[src/button_click_classifier_top_assert.svh]
// Assertion macros for the button click classifier.
// Used by the top level; expects a clock named clk and a reset named arst_n.
`ifndef BUTTON_CLICK_CLASSIFIER_TOP_ASSERT_SVH
`define BUTTON_CLICK_CLASSIFIER_TOP_ASSERT_SVH

// Same-cycle implication, checked out of reset.
`define BCC_ASSERT_NOW(label, ante, cons, msg) \
	label: assert property (@(posedge clk) disable iff (!arst_n) (ante) |-> (cons)) \
		else $error(msg);

// Next-cycle implication, checked out of reset.
`define BCC_ASSERT_NEXT(label, ante, cons, msg) \
	label: assert property (@(posedge clk) disable iff (!arst_n) (ante) |=> (cons)) \
		else $error(msg);

`endif

[src/bcc_pkg.sv]
// Shared types and codes for the button click classifier.
// No dependencies; used by the interfaces, the decision core and the top level.
package bcc_pkg;

	localparam int unsigned TimeWidth  = 32;
	localparam int unsigned LevelWidth = 16;
	localparam int unsigned RegWidth   = 16;
	localparam int unsigned AddrWidth  = 5;
	localparam int unsigned DataWidth  = 32;

	// Result codes of one poll.
	typedef enum logic [1:0] {
		EV_NONE  = 2'd0,
		EV_CLICK = 2'd1,
		EV_LONG  = 2'd2,
		EV_AUTO  = 2'd3
	} event_t;

	// Register indexes (word address of the configuration port).
	typedef enum logic [2:0] {
		REG_KEY_LEVEL     = 3'd0,
		REG_BOUNCE_TIME   = 3'd1,
		REG_LONG_TIME     = 3'd2,
		REG_REPEAT_DELAY  = 3'd3,
		REG_REPEAT_PERIOD = 3'd4
	} reg_idx_t;

	// Configuration register file contents.
	typedef struct packed {
		logic [RegWidth-1:0] key_level;
		logic [RegWidth-1:0] bounce_time;
		logic [RegWidth-1:0] long_time;
		logic [RegWidth-1:0] repeat_delay;
		logic [RegWidth-1:0] repeat_period;
	} cfg_t;

	// Key tracking state carried from poll to poll.
	typedef struct packed {
		logic                 held;
		logic                 long_fired;
		logic                 repeat_fired;
		logic [TimeWidth-1:0] release_stamp;
		logic [TimeWidth-1:0] press_stamp;
		logic [TimeWidth-1:0] repeat_stamp;
	} key_state_t;

endpackage

[src/bcc_poll_if.sv]
// Poll channel: timestamp and converter level, valid/ready handshake.
// Depends on bcc_pkg for field widths.
interface bcc_poll_if import bcc_pkg::*; ();
	logic                  valid;
	logic                  ready;
	logic [TimeWidth-1:0]  now_time;
	logic [LevelWidth-1:0] level;

	modport source (output valid, now_time, level, input ready);
	modport sink (input valid, now_time, level, output ready);
endinterface

[src/bcc_event_if.sv]
// Event channel: one classification result per poll, valid/ready handshake.
// Depends on bcc_pkg only by convention; the payload is a 2-bit code.
interface bcc_event_if import bcc_pkg::*; ();
	logic       valid;
	logic       ready;
	logic [1:0] event_res;

	modport source (output valid, event_res, input ready);
	modport sink (input valid, event_res, output ready);
endinterface

[src/bcc_core.sv]
// Decision logic for one poll: event code and next key state.
// Depends on bcc_pkg for the state, configuration and event types.
module bcc_core import bcc_pkg::*; (
	input  key_state_t            cur,
	input  cfg_t                  cfg,
	input  logic [TimeWidth-1:0]  now_time,
	input  logic [LevelWidth-1:0] level,
	output key_state_t            nxt,
	output event_t                evt
);

	logic                 down;
	logic                 features;
	logic [TimeWidth-1:0] dt_release;
	logic [TimeWidth-1:0] dt_press;
	logic [TimeWidth-1:0] dt_repeat;
	logic                 press_hit;
	logic                 long_hit;
	logic                 auto_hit;
	logic                 release_hit;

	// Key state and wrapping time differences.
	assign down       = (level == cfg.key_level);
	assign features   = (cfg.long_time != '0) || (cfg.repeat_delay != '0);
	assign dt_release = now_time - cur.release_stamp;
	assign dt_press   = now_time - cur.press_stamp;
	assign dt_repeat  = now_time - cur.repeat_stamp;

	// Individual checks, each against the state as it stood before this poll.
	// A press restarts the press timer, so nothing later in the same poll can fire.
	assign press_hit   = down && !cur.held &&
		(dt_release > {{(TimeWidth-RegWidth){1'b0}}, cfg.bounce_time});
	assign long_hit    = down && !cur.long_fired && (cfg.long_time != '0) &&
		(dt_press > {{(TimeWidth-RegWidth){1'b0}}, cfg.long_time});
	assign auto_hit    = down && (cfg.repeat_delay != '0) &&
		(dt_press > {{(TimeWidth-RegWidth){1'b0}}, cfg.repeat_delay}) &&
		(dt_repeat > {{(TimeWidth-RegWidth){1'b0}}, cfg.repeat_period});
	assign release_hit = !down && cur.held &&
		(dt_press > {{(TimeWidth-RegWidth){1'b0}}, cfg.bounce_time});

	// First check that applies decides the event.
	always_comb begin
		nxt = cur;
		evt = EV_NONE;
		if (press_hit) begin
			nxt.held         = 1'b1;
			nxt.long_fired   = 1'b0;
			nxt.repeat_fired = 1'b0;
			nxt.press_stamp  = now_time;
			evt              = features ? EV_NONE : EV_CLICK;
		end else if (long_hit) begin
			nxt.long_fired = 1'b1;
			evt            = EV_LONG;
		end else if (auto_hit) begin
			nxt.repeat_fired = 1'b1;
			nxt.repeat_stamp = now_time;
			evt              = EV_AUTO;
		end else if (release_hit) begin
			nxt.held          = 1'b0;
			nxt.release_stamp = now_time;
			if (features && !cur.long_fired && !cur.repeat_fired) begin
				evt = EV_CLICK;
			end
		end
	end

endmodule

[src/button_click_classifier_top.sv]
// Top level of the button click classifier: input register, decision core,
// result register and APB configuration registers. Depends on bcc_pkg,
// bcc_poll_if, bcc_event_if, bcc_core and the assertion macro header.

// Each poll transfer carries a millisecond time and a converter level and
// yields exactly one event code (none, click, long press, auto repeat). The
// block accepts one poll per clock cycle while the result register is free or
// its event is being taken. A poll is held in the input register, where the
// key state is read and updated, and its event is loaded into the result
// register when the input stage advances; the event is then presented from the
// result register until it is transferred. Polls are classified strictly
// in order because the key state is updated in that single stage. Configuration
// registers sit at byte addresses 0, 4, 8, 12 and 16 and should be written only
// while no poll is in flight.
module button_click_classifier_top import bcc_pkg::*; (
	input  logic                 clk,
	input  logic                 arst_n,
	bcc_poll_if.sink             poll,
	bcc_event_if.source          evt,
	input  logic                 psel,
	input  logic                 penable,
	input  logic                 pwrite,
	input  logic [AddrWidth-1:0] paddr,
	input  logic [DataWidth-1:0] pwdata,
	output logic [DataWidth-1:0] prdata,
	output logic                 pready
);

	cfg_t                  cfg_q;
	key_state_t            state_q;
	key_state_t            state_nxt;
	event_t                event_nxt;
	event_t                event_q;
	logic                  out_valid_q;
	logic                  valid_s1;
	logic [TimeWidth-1:0]  now_s1;
	logic [LevelWidth-1:0] level_s1;
	logic                  advance;
	logic                  cfg_write;
	reg_idx_t              cfg_idx;

	// Configuration port: zero wait states, word index from the byte address.
	assign pready    = 1'b1;
	assign cfg_write = psel && penable && pwrite;
	assign cfg_idx   = reg_idx_t'(paddr[AddrWidth-1:2]);

	always_ff @(posedge clk or negedge arst_n) begin
		if (!arst_n) begin
			cfg_q.key_level     <= 16'd0;
			cfg_q.bounce_time   <= 16'd50;
			cfg_q.long_time     <= 16'd2000;
			cfg_q.repeat_delay  <= 16'd0;
			cfg_q.repeat_period <= 16'd500;
		end else if (cfg_write) begin
			case (cfg_idx)
				REG_KEY_LEVEL:     cfg_q.key_level     <= pwdata[RegWidth-1:0];
				REG_BOUNCE_TIME:   cfg_q.bounce_time   <= pwdata[RegWidth-1:0];
				REG_LONG_TIME:     cfg_q.long_time     <= pwdata[RegWidth-1:0];
				REG_REPEAT_DELAY:  cfg_q.repeat_delay  <= pwdata[RegWidth-1:0];
				REG_REPEAT_PERIOD: cfg_q.repeat_period <= pwdata[RegWidth-1:0];
				default: ;
			endcase
		end
	end

	// Register read-back.
	always_comb begin
		prdata = '0;
		case (cfg_idx)
			REG_KEY_LEVEL:     prdata[RegWidth-1:0] = cfg_q.key_level;
			REG_BOUNCE_TIME:   prdata[RegWidth-1:0] = cfg_q.bounce_time;
			REG_LONG_TIME:     prdata[RegWidth-1:0] = cfg_q.long_time;
			REG_REPEAT_DELAY:  prdata[RegWidth-1:0] = cfg_q.repeat_delay;
			REG_REPEAT_PERIOD: prdata[RegWidth-1:0] = cfg_q.repeat_period;
			default: ;
		endcase
	end

	// The input stage moves on whenever the result register is free or emptying.
	assign advance    = valid_s1 && (!out_valid_q || evt.ready);
	assign poll.ready = !valid_s1 || advance;

	// Input register.
	always_ff @(posedge clk or negedge arst_n) begin
		if (!arst_n) begin
			valid_s1 <= 1'b0;
		end else if (poll.ready) begin
			valid_s1 <= poll.valid;
		end
	end

	always_ff @(posedge clk) begin
		if (poll.valid && poll.ready) begin
			now_s1   <= poll.now_time;
			level_s1 <= poll.level;
		end
	end

	// Classification of the registered poll.
	bcc_core u_core (
		.cur      (state_q),
		.cfg      (cfg_q),
		.now_time (now_s1),
		.level    (level_s1),
		.nxt      (state_nxt),
		.evt      (event_nxt)
	);

	// Key state advances together with the result register.
	always_ff @(posedge clk or negedge arst_n) begin
		if (!arst_n) begin
			state_q <= '0;
		end else if (advance) begin
			state_q <= state_nxt;
		end
	end

	// Result register.
	always_ff @(posedge clk or negedge arst_n) begin
		if (!arst_n) begin
			out_valid_q <= 1'b0;
		end else if (advance) begin
			out_valid_q <= 1'b1;
		end else if (evt.ready) begin
			out_valid_q <= 1'b0;
		end
	end

	always_ff @(posedge clk) begin
		if (advance) begin
			event_q <= event_nxt;
		end
	end

	assign evt.valid     = out_valid_q;
	assign evt.event_res = event_q;

	// Design checks.
`include "button_click_classifier_top_assert.svh"

	`BCC_ASSERT_NOW(a_no_overrun, out_valid_q && !evt.ready && valid_s1, !poll.ready,
		"input stage accepted a poll while its result was blocked")
	`BCC_ASSERT_NOW(a_long_event, $rose(state_q.long_fired),
		out_valid_q && (event_q == EV_LONG), "long press flag set without a long press event")
	`BCC_ASSERT_NOW(a_repeat_stamp, !$stable(state_q.repeat_stamp),
		out_valid_q && (event_q == EV_AUTO), "repeat time moved without an auto repeat event")
	`BCC_ASSERT_NEXT(a_held_step, valid_s1 && !advance, $stable(state_q),
		"key state changed while the input stage was stalled")

endmodule
[src/flat_wrapper.sv]
// flat-port wrapper written by rule: the top's interface ports become plain ports
module button_click_classifier_top_flat import bcc_pkg::*;
  (clk, arst_n, psel, penable, pwrite, paddr, pwdata, prdata, pready, poll_valid, poll_now_time, poll_level, poll_ready, evt_valid, evt_event_res, evt_ready);
  bcc_poll_if poll_i ();
  bcc_event_if evt_i ();
  input  logic clk;
  input  logic arst_n;
  input  logic psel;
  input  logic penable;
  input  logic pwrite;
  input  logic [AddrWidth-1:0] paddr;
  input  logic [DataWidth-1:0] pwdata;
  output logic [DataWidth-1:0] prdata;
  output logic pready;
  input wire logic [$bits(poll_i.valid)-1:0] poll_valid;
  input wire logic [$bits(poll_i.now_time)-1:0] poll_now_time;
  input wire logic [$bits(poll_i.level)-1:0] poll_level;
  output wire logic [$bits(poll_i.ready)-1:0] poll_ready;
  output wire logic [$bits(evt_i.valid)-1:0] evt_valid;
  output wire logic [$bits(evt_i.event_res)-1:0] evt_event_res;
  input wire logic [$bits(evt_i.ready)-1:0] evt_ready;
  assign poll_i.valid = poll_valid;
  assign poll_i.now_time = poll_now_time;
  assign poll_i.level = poll_level;
  assign poll_ready = poll_i.ready;
  assign evt_valid = evt_i.valid;
  assign evt_event_res = evt_i.event_res;
  assign evt_i.ready = evt_ready;
  button_click_classifier_top u_core (.clk(clk), .arst_n(arst_n), .poll(poll_i), .evt(evt_i), .psel(psel), .penable(penable), .pwrite(pwrite), .paddr(paddr), .pwdata(pwdata), .prdata(prdata), .pready(pready));
endmodule
[config.mk]
export PLATFORM = sky130hd
export DESIGN_NAME = button_click_classifier_top_flat
export DESIGN_NICKNAME = d
export VERILOG_FILES = /design/src/bcc_pkg.sv /design/src/bcc_poll_if.sv /design/src/bcc_event_if.sv /design/src/bcc_core.sv /design/src/button_click_classifier_top.sv /design/src/flat_wrapper.sv
export VERILOG_INCLUDE_DIRS = /design/src /design/src/src
export SDC_FILE = /design/constraint.sdc
export NUM_CORES = 1
export LEC_CHECK = 0
export ABC_CLOCK_PERIOD_IN_PS = 6680
export BUFFER_PORTS_ARGS = -buffer_cell sky130_fd_sc_hd__buf_2
export CORE_MARGIN = 2
export CORE_UTILIZATION = 50
export CTS_BUF_LIST = sky130_fd_sc_hd__clkbuf_8 sky130_fd_sc_hd__clkbuf_16
export DETAILED_ROUTE_END_ITERATION = 6
export GPL_TIMING_DRIVEN = 0
export PLACE_DENSITY = 0.79
export SLEW_MARGIN = 25
export SYNTH_ARGS = -nofsm -noshare
export SYNTH_HDL_FRONTEND = slang
export SYNTH_SLANG_ARGS = --single-unit
[constraint.sdc]
create_clock -name clk -period 6.68 [get_ports clk]
set_input_delay 1.336 -clock clk [delete_from_list [all_inputs] [get_ports clk]]
set_output_delay 1.336 -clock clk [all_outputs]
set_load 0.02 [all_outputs]
==> impl_metrics.toml <==
[timing]
finalSetupTns_ns = 0
fin_skew_ns = 0.02797
slew_viol_final = 0
setup_viol = 0
post-route-min-period_ns = 6.365
worst_pin_slew_ns = 0.7947
rsz0062_at_grt = "no"
max_slew_margin_pct = 46.46
finalCritPeriodShare_pct = 95.29
hold_violations = 0
fmax_ghz = 0.1571

[synth]
synth_top_area_share_pct = 24.17
ys_types = 80
synth_top_area_cell = "dfrtp_1"
synth_edf_count = 50
yosysMostFrequentCell = "inv_1"
ys_ff_latch = 231
synth_top_cells_by_count = "inv_1, ha_1, dfrtp_1, nand2_1, a21oi_1"
synth-async-reset-ratio_pct = 78.35
syn_inst = 1842
ys_warn_count = 0
synth.area.top_cells = "dfrtp_1, ha_1, edfxtp_1"
synth_area_per_cell_um2 = 9.332
syn-cell-area_mm2 = 0.01719
ys_seq_area_share_pct = 35.19
ys.flop_type = "dfrtp_1"

[global_route]
antenna_found_initial = 0
grt_pass1_wl_mm = 75.49
grt_max_degree = 92
first_global_vias = 14170
track_usage_pct = 26.70
grt-ovfl-total = 0

[floorplan]
die_h_um = 189.4
rows = 67
initial_utilization_pct = 51.01
pin_count = 129
dieArea_mm2 = 0.03588
design.core.area_mm2 = 0.03370
die_x_um = 189.4

[finish]
diodes = 0
fin_util_pct = 57.21
layout-drive-gt1-share_pct = 16.80
syn2layout_area_growth_pct = 12.16
n_fill_cell = 2936
layoutNonFillerInstCount = 2448
nets = 2247

[cts]
cts_htree_levels = 1
cts_root_buffer = "clkbuf_16"
numClockSinks = 231
clk_pin_slew_ns = 0.06
cts_buffers = 27
clkLatencyLatePin_ns = 0.57
cts_tree = "done"
cts_setup_buffers = 0
cts_max_path_buffers = 3

[pwr]
powerDensity_mw_per_mm2 = 227.8
p_leak_nw = 8.638
peakVddDrop_mv = 0.2054

[route]
vias = 14780
ant_nets = 0
detail_route.wl_per_cell_um = 19.90
viasPerCell = 6.036
drtIter0Drc = 1113
drc = 1
first_pass_iters = 7
totalWireLength_mm = 48.71

[placement]
gp_congestion = 0.9943
numPortBuffers = 91
dp.cells = 2398
place_hpwl_mm = 38.10

[critical_path]
cp_max_fo = 10
worstPathArrival_ns = 6.80
crit_path_start_kind = "flip-flop"
path_class = "reg -> reg"
critPathCaptureType = "flip-flop"
required_ns = 7.11

[flow_run]
cap_viol_max_count = 0

[run_status]
violations = "design-rule violations"
outcome = "finished with violations"

[min_path]
holdCritPathClass = "reg -> reg"
==> routing by layer <==
layer / global-route usage, % / vias to the layer above / routed length (um)
li1: - / 6937 / -
met1: 34.20 / 7092 / 20050
met2: 45.42 / 604 / 23020
met3: 3.577 / 142 / 3390
met4: 11.21 / 0 / 2247
met5: 0 / - / 0
==> state kept, by name (all words and copies together), names as in the netlist <==
register and count:
u_core.now_s1 32, u_core.valid_s1 1, u_core.state_q 99, u_core.level_s1 16, u_core.evt.valid 1, u_core.evt.event_res 2
u_core.cfg_q 80
==> worst max-delay path, cell delays in order, from the launching register on <==
cell and delay, ns:
edfxtp_1 0.39, inv_1 0.20, ha_1 0.23, inv_1 0.06
fa_1 0.39, a21oi_1 0.22, o21ai_1 0.18, a2111oi_4 0.46
nor2_1 0.12, a21o_1 0.19, a21oi_1 0.17, xnor2_1 0.09
ha_1 0.32, nand4_1 0.20, nor4_4 0.38, nor3_1 0.15
a2111oi_2 0.22, o211ai_1 0.13, or4_1 0.55, nor4_2 0.37
a211o_2 0.35, nand4_4 0.26, buf_6 0.27, mux2_4 0.31
==> layout by cell type (no fill, tap or decap), drive strengths merged, types with 7 or more instances in the layout <==
master and count:
o22ai 7, o211ai 23, inv 191, xor2 44, dfrtp 166, a221o 19, a21oi 136, and3 9
clkbuf 72, nand4 48, mux2i 26, o21ai 142, a211o 8, a211oi 13, o21bai 8, nor3 30
nand3 28, a21o 39, nand2 166, xnor2 37, a221oi 7, nor2 76, a31oi 12, buf 129
dfstp 15, ha 173, or4 9, edfxtp 50, clkinv 7, conb 17, mux2 127, nand2b 11
o21a 25, nor4 30, nor2b 13
==> cells by family (layout without fill, tap and decap cells) <==
| family | after synthesis | in the layout | share of synthesized area, % |
|---|---|---|---|
| AOI/OAI and AO/OA | 487 | 487 | 18.03 |
| xor gates and xnor gates | 81 | 81 | 4.127 |
| adders and majority gates | 176 | 176 | 12.94 |
| buffers and inverters | 261 | 404 | 6.340 |
| DFF | 231 | 231 | 35.19 |
| muxes | 153 | 153 | 10.47 |
| other | 2 | 17 | 0.04369 |
| and+or+nand+nor | 451 | 451 | 12.85 |
==> power by group <==
part	internal [W]	leakage, nW	total, W	switching [W]
Combinational	0.000451	5.35	0.00115	0.000704
Clock	0.000893	0.460	0.00150	0.000602
Sequential	0.00159	2.83	0.00174	0.000149
Total	0.00294	8.64	0.00439	0.00145
==> layout make-up <==
cell class | instances | area (um^2) | share of cell area (%)
flip-flops and latches | 231 | 6050 | 31.38
multi-input cells | 1365 | 10160 | 52.69
repair buffers | 93 | 520.5 | 2.700
clock buffers | 31 | 730.7 | 3.790
inverters | 184 | 690.7 | 3.582
plain buffers | 77 | 399.1 | 2.070
well taps | 448 | 560.5 | 2.907
clock inverters | 19 | 170.2 | 0.8826
==> per-stage QoR <==
step | cell area (um^2) | total power (W) | worst slack [ns] | hold slack (ns)
global route | 19280 | 0.004613 | 0.001292 | 0.5126
global placement | 18260 | 0.002824 | -0.2918 | 0.4704
floorplan | 17250 | 0.002484 | 1.426 | 0.4498
finish | 19280 | 0.004391 | 0.3149 | 0.4892
detailed placement | 18340 | 0.002879 | -0.4742 | 0.4793
CTS | 19250 | 0.004391 | 0.01469 | 0.4954
==> final timing paths <==
check	start	end	slack (ns)	cells past startpoint
worst max-delay path	u_core.now_s1[0]$_DFFE_PP_	u_core.state_q[23]$_DFFE_PN0P_	0.31	23
worst min-delay path	u_core.state_q[64]$_DFFE_PN0P_	u_core.state_q[64]$_DFFE_PN0P_	0.49	2
worst max register to register	u_core.now_s1[0]$_DFFE_PP_	u_core.state_q[23]$_DFFE_PN0P_	0.31	23
worst min register to register	u_core.state_q[64]$_DFFE_PN0P_	u_core.state_q[64]$_DFFE_PN0P_	0.49	2
max in group asynchronous	arst_n	u_core.state_q[90]$_DFFE_PN0P_	5.04	3
min in group asynchronous	arst_n	u_core.cfg_q[67]$_DFFE_PN0P_	0.53	1
==> what timing repair did <==
| item | in CTS | in global routing |
|---|---|---|
| resized for setup | 3 | 4 |
| endpoints found under the setup margin | 67 | 63 |
| hold buffers | 0 | 0 |
No activity file was read; power rests on OpenSTA's default activity.
